==> src/olde_pkg.sv <==
// Shared types and constants for the ordered list deque engine.
// No dependencies; the sequencer, top level and testbench refer to it by scoped names.
package olde_pkg;

  localparam int DEPTH_DEF = 32;
  localparam int DATA_W    = 32;
  localparam int OP_W      = 3;
  localparam int STAT_W    = 2;
  localparam int HELD_W    = 6;

  // Operation codes
  localparam logic [OP_W-1:0] OP_INS_FRONT = 3'd0;
  localparam logic [OP_W-1:0] OP_INS_BACK  = 3'd1;
  localparam logic [OP_W-1:0] OP_DELETE    = 3'd2;
  localparam logic [OP_W-1:0] OP_LIST_FWD  = 3'd3;
  localparam logic [OP_W-1:0] OP_LIST_BWD  = 3'd4;

  // Result status codes
  localparam logic [STAT_W-1:0] ST_OK       = 2'd0;
  localparam logic [STAT_W-1:0] ST_FULL     = 2'd1;
  localparam logic [STAT_W-1:0] ST_EMPTY    = 2'd2;
  localparam logic [STAT_W-1:0] ST_NOTFOUND = 2'd3;

  typedef enum logic [4:0] {
    S_IDLE   = 5'b00001,
    S_SEARCH = 5'b00010,
    S_SHIFT  = 5'b00100,
    S_LIST   = 5'b01000,
    S_RESP   = 5'b10000
  } state_t;

endpackage

==> src/olde_ram.sv <==
// Generic single-write, single-read RAM with a registered read port.
// No dependencies. Read data holds while rd_en is low.
module olde_ram #(
  parameter int WIDTH = 32,
  parameter int DEPTH = 32,
  localparam int AW   = (DEPTH > 1) ? $clog2(DEPTH) : 1
) (
  input  logic             clk,
  input  logic             wr_en,
  input  logic [AW-1:0]    wr_addr,
  input  logic [WIDTH-1:0] wr_data,
  input  logic             rd_en,
  input  logic [AW-1:0]    rd_addr,
  output logic [WIDTH-1:0] rd_data
);

  logic [WIDTH-1:0] mem_r [DEPTH];
  logic [WIDTH-1:0] rd_data_r;

  always_ff @(posedge clk) begin
    if (wr_en) begin
      mem_r[wr_addr] <= wr_data;
    end
  end

  always_ff @(posedge clk) begin
    if (rd_en) begin
      rd_data_r <= mem_r[rd_addr];
    end
  end

  assign rd_data = rd_data_r;

endmodule

==> src/olde_seq.sv <==
// Sequencer of the deque engine: list pointers, count, search/shift/list walk
// over the entry RAM, and the output register. Depends on olde_pkg.
module olde_seq #(
  parameter int DEPTH  = olde_pkg::DEPTH_DEF,
  localparam int IDX_W = $clog2(DEPTH),
  localparam int CNT_W = $clog2(DEPTH + 1)
) (
  input  logic                                clk,
  input  logic                                rst_n,
  input  logic                                in_valid,
  output logic                                in_ready,
  input  logic [olde_pkg::OP_W-1:0]           in_opcode,
  input  logic signed [olde_pkg::DATA_W-1:0]  in_value,
  output logic                                out_valid,
  input  logic                                out_ready,
  output logic [olde_pkg::STAT_W-1:0]         out_status,
  output logic signed [olde_pkg::DATA_W-1:0]  out_entry_value,
  output logic                                out_last,
  output logic [olde_pkg::HELD_W-1:0]         out_entries_held,
  output logic                                mem_wr_en,
  output logic [IDX_W-1:0]                    mem_wr_addr,
  output logic [olde_pkg::DATA_W-1:0]         mem_wr_data,
  output logic                                mem_rd_en,
  output logic [IDX_W-1:0]                    mem_rd_addr,
  input  logic [olde_pkg::DATA_W-1:0]         mem_rd_data
);

  olde_pkg::state_t state_r, state_nxt;

  logic [IDX_W-1:0]                  front_r, front_nxt;
  logic [IDX_W-1:0]                  back_r, back_nxt;
  logic [CNT_W-1:0]                  count_r, count_nxt;
  logic [IDX_W-1:0]                  pos_r, pos_nxt;
  logic [IDX_W-1:0]                  k_r, k_nxt;
  logic                              fwd_r, fwd_nxt;
  logic [olde_pkg::DATA_W-1:0]       val_r, val_nxt;
  logic [olde_pkg::STAT_W-1:0]       res_status_r, res_status_nxt;

  logic                              out_valid_r;
  logic [olde_pkg::STAT_W-1:0]       out_status_r;
  logic [olde_pkg::DATA_W-1:0]       out_entry_value_r;
  logic                              out_last_r;
  logic [olde_pkg::HELD_W-1:0]       out_entries_held_r;

  logic                              load_out;
  logic [olde_pkg::STAT_W-1:0]       ld_status;
  logic [olde_pkg::DATA_W-1:0]       ld_value;
  logic                              ld_last;

  logic                              slot_free;
  logic [CNT_W-1:0]                  k_plus1;
  logic [CNT_W-1:0]                  k_plus2;
  logic                              last_k;
  logic [IDX_W-1:0]                  pos_inc;
  logic [IDX_W-1:0]                  pos_step;

  function automatic logic [IDX_W-1:0] idx_inc(input logic [IDX_W-1:0] i);
    idx_inc = (i == IDX_W'(DEPTH - 1)) ? '0 : i + 1'b1;
  endfunction

  function automatic logic [IDX_W-1:0] idx_dec(input logic [IDX_W-1:0] i);
    idx_dec = (i == '0) ? IDX_W'(DEPTH - 1) : i - 1'b1;
  endfunction

  assign in_ready  = (state_r == olde_pkg::S_IDLE);
  assign slot_free = !out_valid_r || out_ready;
  assign k_plus1   = CNT_W'(k_r) + CNT_W'(1);
  assign k_plus2   = CNT_W'(k_r) + CNT_W'(2);
  assign last_k    = (k_plus1 == count_r);
  assign pos_inc   = idx_inc(pos_r);
  assign pos_step  = fwd_r ? pos_inc : idx_dec(pos_r);

  always_comb begin
    state_nxt      = state_r;
    front_nxt      = front_r;
    back_nxt       = back_r;
    count_nxt      = count_r;
    pos_nxt        = pos_r;
    k_nxt          = k_r;
    fwd_nxt        = fwd_r;
    val_nxt        = val_r;
    res_status_nxt = res_status_r;
    mem_wr_en      = 1'b0;
    mem_wr_addr    = pos_r;
    mem_wr_data    = mem_rd_data;
    mem_rd_en      = 1'b0;
    mem_rd_addr    = pos_r;
    load_out       = 1'b0;
    ld_status      = olde_pkg::ST_OK;
    ld_value       = '0;
    ld_last        = 1'b1;

    unique case (state_r)
      olde_pkg::S_IDLE: begin
        if (in_valid) begin
          val_nxt = in_value;
          k_nxt   = '0;
          unique case (in_opcode)
            olde_pkg::OP_INS_FRONT, olde_pkg::OP_INS_BACK: begin
              if (count_r == CNT_W'(DEPTH)) begin
                res_status_nxt = olde_pkg::ST_FULL;
              end else begin
                mem_wr_en   = 1'b1;
                mem_wr_data = in_value;
                if (count_r == '0) begin
                  mem_wr_addr = front_r;
                  back_nxt    = front_r;
                end else if (in_opcode == olde_pkg::OP_INS_FRONT) begin
                  mem_wr_addr = idx_dec(front_r);
                  front_nxt   = idx_dec(front_r);
                end else begin
                  mem_wr_addr = idx_inc(back_r);
                  back_nxt    = idx_inc(back_r);
                end
                count_nxt      = count_r + CNT_W'(1);
                res_status_nxt = olde_pkg::ST_OK;
              end
              state_nxt = olde_pkg::S_RESP;
            end
            olde_pkg::OP_DELETE: begin
              if (count_r == '0) begin
                res_status_nxt = olde_pkg::ST_EMPTY;
                state_nxt      = olde_pkg::S_RESP;
              end else begin
                mem_rd_en   = 1'b1;
                mem_rd_addr = front_r;
                pos_nxt     = front_r;
                state_nxt   = olde_pkg::S_SEARCH;
              end
            end
            olde_pkg::OP_LIST_FWD, olde_pkg::OP_LIST_BWD: begin
              if (count_r == '0) begin
                res_status_nxt = olde_pkg::ST_EMPTY;
                state_nxt      = olde_pkg::S_RESP;
              end else begin
                fwd_nxt     = (in_opcode == olde_pkg::OP_LIST_FWD);
                mem_rd_en   = 1'b1;
                mem_rd_addr = (in_opcode == olde_pkg::OP_LIST_FWD) ? front_r : back_r;
                pos_nxt     = (in_opcode == olde_pkg::OP_LIST_FWD) ? front_r : back_r;
                state_nxt   = olde_pkg::S_LIST;
              end
            end
            default: ;
          endcase
        end
      end

      olde_pkg::S_SEARCH: begin
        mem_rd_en   = 1'b1;
        mem_rd_addr = pos_inc;
        if (mem_rd_data == val_r) begin
          if (last_k) begin
            count_nxt = count_r - CNT_W'(1);
            if (count_r != CNT_W'(1)) begin
              back_nxt = idx_dec(back_r);
            end
            res_status_nxt = olde_pkg::ST_OK;
            state_nxt      = olde_pkg::S_RESP;
          end else begin
            state_nxt = olde_pkg::S_SHIFT;
          end
        end else if (last_k) begin
          res_status_nxt = olde_pkg::ST_NOTFOUND;
          state_nxt      = olde_pkg::S_RESP;
        end else begin
          pos_nxt = pos_inc;
          k_nxt   = k_r + 1'b1;
        end
      end

      olde_pkg::S_SHIFT: begin
        mem_wr_en   = 1'b1;
        mem_wr_addr = pos_r;
        mem_wr_data = mem_rd_data;
        mem_rd_en   = 1'b1;
        mem_rd_addr = idx_inc(pos_inc);
        pos_nxt     = pos_inc;
        k_nxt       = k_r + 1'b1;
        if (k_plus2 == count_r) begin
          count_nxt      = count_r - CNT_W'(1);
          back_nxt       = idx_dec(back_r);
          res_status_nxt = olde_pkg::ST_OK;
          state_nxt      = olde_pkg::S_RESP;
        end
      end

      olde_pkg::S_LIST: begin
        if (slot_free) begin
          load_out  = 1'b1;
          ld_status = olde_pkg::ST_OK;
          ld_value  = mem_rd_data;
          ld_last   = last_k;
          if (last_k) begin
            state_nxt = olde_pkg::S_IDLE;
          end else begin
            pos_nxt     = pos_step;
            k_nxt       = k_r + 1'b1;
            mem_rd_en   = 1'b1;
            mem_rd_addr = pos_step;
          end
        end
      end

      olde_pkg::S_RESP: begin
        if (slot_free) begin
          load_out  = 1'b1;
          ld_status = res_status_r;
          state_nxt = olde_pkg::S_IDLE;
        end
      end

      default: begin
        state_nxt = olde_pkg::S_IDLE;
      end
    endcase
  end

  always_ff @(posedge clk) begin
    if (!rst_n) begin
      state_r     <= olde_pkg::S_IDLE;
      front_r     <= '0;
      back_r      <= '0;
      count_r     <= '0;
      out_valid_r <= 1'b0;
    end else begin
      state_r <= state_nxt;
      front_r <= front_nxt;
      back_r  <= back_nxt;
      count_r <= count_nxt;
      if (load_out) begin
        out_valid_r <= 1'b1;
      end else if (out_ready) begin
        out_valid_r <= 1'b0;
      end
    end
  end

  always_ff @(posedge clk) begin
    pos_r        <= pos_nxt;
    k_r          <= k_nxt;
    fwd_r        <= fwd_nxt;
    val_r        <= val_nxt;
    res_status_r <= res_status_nxt;
    if (load_out) begin
      out_status_r       <= ld_status;
      out_entry_value_r  <= ld_value;
      out_last_r         <= ld_last;
      out_entries_held_r <= olde_pkg::HELD_W'(count_r);
    end
  end

  assign out_valid        = out_valid_r;
  assign out_status       = out_status_r;
  assign out_entry_value  = out_entry_value_r;
  assign out_last         = out_last_r;
  assign out_entries_held = out_entries_held_r;

  a_count_bound: assert property (@(posedge clk) disable iff (!rst_n)
    count_r <= CNT_W'(DEPTH))
    else $error("entry count exceeds depth");

  a_nonlast_is_list: assert property (@(posedge clk) disable iff (!rst_n)
    (out_valid_r && !out_last_r) |->
      (out_status_r == olde_pkg::ST_OK && state_r == olde_pkg::S_LIST))
    else $error("non-final beat outside a listing");

  a_insert_grows: assert property (@(posedge clk) disable iff (!rst_n)
    (state_r == olde_pkg::S_IDLE && in_valid &&
     (in_opcode == olde_pkg::OP_INS_FRONT || in_opcode == olde_pkg::OP_INS_BACK) &&
     count_r != CNT_W'(DEPTH)) |=> (count_r == $past(count_r) + CNT_W'(1)))
    else $error("insert did not grow the list");

  a_list_no_write: assert property (@(posedge clk) disable iff (!rst_n)
    (state_r == olde_pkg::S_LIST) |-> !mem_wr_en)
    else $error("store written during a listing");

endmodule

==> src/ordered_list_deque_engine_top.sv <==
// Ordered list deque engine: top level. Instantiates the entry RAM and the
// sequencer. Depends on olde_pkg, olde_ram and olde_seq.
//
// Keeps an ordered list of up to DEPTH signed 32-bit values in a circular
// store with front and back pointers. Each input beat is one operation:
// insert at front, insert at back, delete the first entry (from the front)
// equal to the value, list front to back, or list back to front. Inserts and
// deletes answer with one beat; a listing sends one beat per held entry with
// last set on the final one, or a single "empty" beat. Unused opcodes are
// taken and dropped without a result. The block handles one operation at a
// time and drops in_ready while it works. All walks go through the single
// read port of the entry RAM, one entry per cycle unless the consumer stalls
// a listing: an insert writes its entry as it is accepted, a delete searches
// from the front and then shifts the entries behind the hit to close the
// gap, and a listing waits whenever the consumer stalls. The result
// register frees the sequencer as soon as a beat is loaded. The store is
// neither cleared nor initialized; only held entries are ever used.
module ordered_list_deque_engine_top #(
  parameter int DEPTH = olde_pkg::DEPTH_DEF
) (
  input  logic                                clk,
  input  logic                                rst_n,
  input  logic                                in_valid,
  output logic                                in_ready,
  input  logic [olde_pkg::OP_W-1:0]           in_opcode,
  input  logic signed [olde_pkg::DATA_W-1:0]  in_value,
  output logic                                out_valid,
  input  logic                                out_ready,
  output logic [olde_pkg::STAT_W-1:0]         out_status,
  output logic signed [olde_pkg::DATA_W-1:0]  out_entry_value,
  output logic                                out_last,
  output logic [olde_pkg::HELD_W-1:0]         out_entries_held
);

  localparam int IDX_W = $clog2(DEPTH);

  // Entry RAM port: one write and one registered read per cycle
  logic                         mem_wr_en;
  logic [IDX_W-1:0]             mem_wr_addr;
  logic [olde_pkg::DATA_W-1:0]  mem_wr_data;
  logic                         mem_rd_en;
  logic [IDX_W-1:0]             mem_rd_addr;
  logic [olde_pkg::DATA_W-1:0]  mem_rd_data;

  olde_ram #(
    .WIDTH (olde_pkg::DATA_W),
    .DEPTH (DEPTH)
  ) u_store (
    .clk     (clk),
    .wr_en   (mem_wr_en),
    .wr_addr (mem_wr_addr),
    .wr_data (mem_wr_data),
    .rd_en   (mem_rd_en),
    .rd_addr (mem_rd_addr),
    .rd_data (mem_rd_data)
  );

  // Sequencer: pointers, count, search/shift/list walks and the result beat
  olde_seq #(
    .DEPTH (DEPTH)
  ) u_seq (
    .clk              (clk),
    .rst_n            (rst_n),
    .in_valid         (in_valid),
    .in_ready         (in_ready),
    .in_opcode        (in_opcode),
    .in_value         (in_value),
    .out_valid        (out_valid),
    .out_ready        (out_ready),
    .out_status       (out_status),
    .out_entry_value  (out_entry_value),
    .out_last         (out_last),
    .out_entries_held (out_entries_held),
    .mem_wr_en        (mem_wr_en),
    .mem_wr_addr      (mem_wr_addr),
    .mem_wr_data      (mem_wr_data),
    .mem_rd_en        (mem_rd_en),
    .mem_rd_addr      (mem_rd_addr),
    .mem_rd_data      (mem_rd_data)
  );

endmodule

==> config.mk <==
export PLATFORM = sky130hd
export DESIGN_NAME = ordered_list_deque_engine_top
export DESIGN_NICKNAME = d
export VERILOG_FILES = /design/src/olde_pkg.sv /design/src/olde_ram.sv /design/src/olde_seq.sv /design/src/ordered_list_deque_engine_top.sv
export SDC_FILE = /design/constraint.sdc
export NUM_CORES = 2
export LEC_CHECK = 0
export BUFFER_PORTS_ARGS = -buffer_cell sky130_fd_sc_hd__buf_2
export CAP_MARGIN = 5
export CORE_MARGIN = 2
export CORE_UTILIZATION = 35
export CTS_CLUSTER_DIAMETER = 40
export DETAILED_ROUTE_END_ITERATION = 8
export GPL_ROUTABILITY_DRIVEN = 0
export MAX_ROUTING_LAYER = met4
export PLACE_DENSITY = 0.51
export SKIP_CTS_REPAIR_TIMING = 1
export SYNTH_ARGS = -nofsm -noshare
export SYNTH_HDL_FRONTEND = slang
export SYNTH_SLANG_ARGS = --single-unit
==> constraint.sdc <==
create_clock -name clk -period 4.85 [get_ports clk]
set_input_delay 0 -clock clk [delete_from_list [all_inputs] [get_ports clk]]
set_output_delay 0 -clock clk [all_outputs]
set_load 0.01 [all_outputs]
==> impl_metrics.json <==
{
  "tns_ns": 0,
  "ys_async_sr_fraction": 0,
  "postRouteAntennaNets": 0,
  "clkPwrFrac": 0.273,
  "final_area_um2": 61800,
  "dp.cells": 5439,
  "comb_power_share": 0.440,
  "path_max_fanout": 11,
  "drt-met1-wl_um": 73900,
  "hold_violations": 0,
  "final_core_util": 0.424,
  "grtUsageTotal": 0.223,
  "clock_sink_count": 1164,
  "cts_tree": "built",
  "max_cap_viol_count": 0,
  "multi_input_area_um2": 15600,
  "slew_headroom": 0.217,
  "syn_avg_cell_area_um2": 14.5,
  "dieWidth_um": 387,
  "clock_latency_ns": 0.80,
  "routed_wl_um": 167000,
  "hpwl_um": 96800,
  "avgRoutedWirePerCell_um": 28.7,
  "dieArea_um2": 150000,
  "root_buffer": "clkbuf_16",
  "period_minus_slack_ns": 4.57,
  "synth_cell_types": 89,
  "mostFrequentLayoutCell": "edfxtp_1",
  "finalSetupViolCount": 0,
  "dp_slack_ns": 0.412,
  "met3_length_um": 11400,
  "peakVddDrop_v": 0.000803,
  "synth_seq_area_share": 0.676,
  "power_mw": 43.7,
  "final_nets": 3804,
  "maxSlewViolCount": 0,
  "fill_cells": 13073,
  "max_slew.worst_pin.slew_ns": 1.18,
  "hp-class": "input pin to register",
  "area_delta_synth_final_pct": 20.2,
  "first_global_vias": 32332,
  "min_period_over_period": 0.942,
  "fin_cells": 5807,
  "routed.top_layer": "met4",
  "drtIter0Drc": 3758,
  "grt_overflow": 0,
  "crit_type": "register to register",
  "regArea_um2": 34700,
  "grt_pass1_wl_um": 236000,
  "cts_inserted_buffers": 163,
  "intPower_mw": 26.5,
  "syn_nets": 3598,
  "start_util": 0.353,
  "netlist_instances": 3544,
  "vias": 33999,
  "whs_ns": 0.0298,
  "leakagePower_nw": 20.4,
  "place_area_um2": 55600,
  "antenna_found_initial": 3,
  "endpoint_kind": "register",
  "switchingPower_mw": 17.2,
  "mostFrequentLayoutCells": "edfxtp_1, and2_1, a311oi_1, o22ai_1, mux2i_1",
  "seqPwrFrac": 0.287,
  "drc": 0,
  "setup_ws_ns": 0.280,
  "skew_ns": 0.0255,
  "drive_gt1_frac": 0.171,
  "viasPerCell": 5.85,
  "fmax_ghz": 0.219,
  "grt_setup_unrepaired": "false",
  "die_y_um": 387,
  "first_pass_iters": 5,
  "worstPathArrival_ns": 5.17,
  "synthFlopType": "edfxtp_1",
  "ctsLongestPathBuffers": 3,
  "ys_ff_latch": 1164,
  "wl_met2_um": 76600,
  "required_ns": 5.44,
  "io_pins": 82,
  "port_buffers": 81,
  "synth_edf_count": 1142,
  "grt_max_degree": 113,
  "num_rows": 140,
  "outcome": "finished, final reports clean",
  "h-tree-depth": 4,
  "ys_warn_count": 0,
  "fp.coreArea_um2": 146000,
  "power_density_nw_per_um2": 707,
  "clk_pin_slew_worst_paths_ns": 0.05,
  "swShare": 0.394,
  "start_kind": "register",
  "syn_area_um2": 51400
}
## power groups by stage
stage | Combinational, mW | Clock [mW] | Sequential [mW]
3_3_place_gp | 19.0 | 0 | 12.7
5_1_grt | 20.5 | 12.5 | 12.6
2_1_floorplan | 12.5 | 0 | 12.6
6_report | 19.2 | 11.9 | 12.5
4_1_cts | 19.1 | 12.1 | 12.5
3_5_place_dp | 19.0 | 0 | 12.7
## state kept, by name, summed over array words and instances, names as in the netlist, 5 cells and up
register / count
u_store.mem_r: 1024
u_seq.out_entry_value: 32
u_seq.val_r: 32
u_store.rd_data: 32
u_seq.count_r: 6
u_seq.out_entries_held: 6
u_seq.back_r: 5
u_seq.front_r: 5
u_seq.k_r: 5
u_seq.pos_r: 5
u_seq.state_r: 5
## cell usage after synthesis (6+ instances only)
cell,instances,share of area
buf_2,61,0.0059
buf_4,14,0.0020
a21oi_1,26,0.0025
o31ai_1,6,0.00088
nor4_1,39,0.0047
nand4_1,13,0.0016
edfxtp_1,1142,0.67
nand2_1,151,0.011
mux4_2,33,0.014
a22oi_1,9,0.0013
nor2b_1,7,0.00085
a211oi_1,38,0.0055
nor3_1,27,0.0026
or3_1,6,0.00073
ha_1,15,0.0037
o22ai_1,314,0.038
inv_1,15,0.0011
a31oi_1,11,0.0013
a311oi_1,378,0.064
o221ai_1,7,0.0012
buf_6,17,0.0037
mux2i_1,256,0.050
nor2_1,92,0.0067
and2_1,390,0.047
xor2_1,7,0.0012
nand3_1,18,0.0018
clkbuf_1,212,0.015
o21ai_0,24,0.0023
nand2b_1,7,0.00085
xnor2_1,51,0.0087
and3_1,41,0.0050
dfxtp_1,22,0.0086
o211ai_1,9,0.0013
## routing by layer
layer / track usage / vias up
li1: - / 14835
met4: 0.0700 / 0
met3: 0.0390 / 236
met5: - / -
met2: 0.337 / 1301
met1: 0.305 / 17627
## critical path, stage by stage (launching register included)
cell	delay, ns
edfxtp_1	0.45
ha_1	0.26
and3_1	0.18
ha_1	0.17
nand2b_1	0.16
inv_1	0.07
ha_1	0.23
inv_1	0.06
nor3_1	0.04
ha_1	0.19
nor4_1	0.31
or4b_2	0.62
o211a_1	0.15
o311a_1	0.19
nor2_4	0.24
or3_2	0.49
buf_12	0.23
o22ai_1	0.10
nor4_1	0.23
## kinds of logic (layout without fill, tap and decap cells)
logic type | count (synthesis) | in the layout | synth area share
mux | 290 | 290 | 0.0645
fa+ha+maj | 15 | 15 | 0.00365
compound gates | 868 | 868 | 0.128
flops | 1164 | 1164 | 0.676
xor+xnor | 58 | 58 | 0.00988
buf+inv | 323 | 667 | 0.0286
simple gates | 826 | 826 | 0.0894
other cells | 0 | 2 | 0
## path summary, 6_finish.rpt
path	startpoint	to	slack, ns	cells past startpoint
hold reg to reg	u_seq.back_r[4]$_SDFFE_PN0P_	u_seq.back_r[4]$_SDFFE_PN0P_	0.53	2
setup / recovery	u_seq.pos_r[1]$_DFFE_PP_	u_store.rd_data[17]$_DFFE_PP_	0.28	18
setup reg to reg	u_seq.pos_r[1]$_DFFE_PP_	u_store.rd_data[17]$_DFFE_PP_	0.28	18
hold / removal	in_value[28]	u_seq.val_r[28]$_DFFE_PP_	0.03	2
## final cells by class
cell class / count / share of cell area
clock inverter: 120 / 0.0212
multi-input combinational: 2057 / 0.252
clock buffer: 183 / 0.0682
tap: 1917 / 0.0388
timing repair buffer: 348 / 0.0570
inverter: 16 / 0.000972
sequential: 1164 / 0.562
antenna: 2 / 0.0000810
Power figures use the tool's default switching activity.
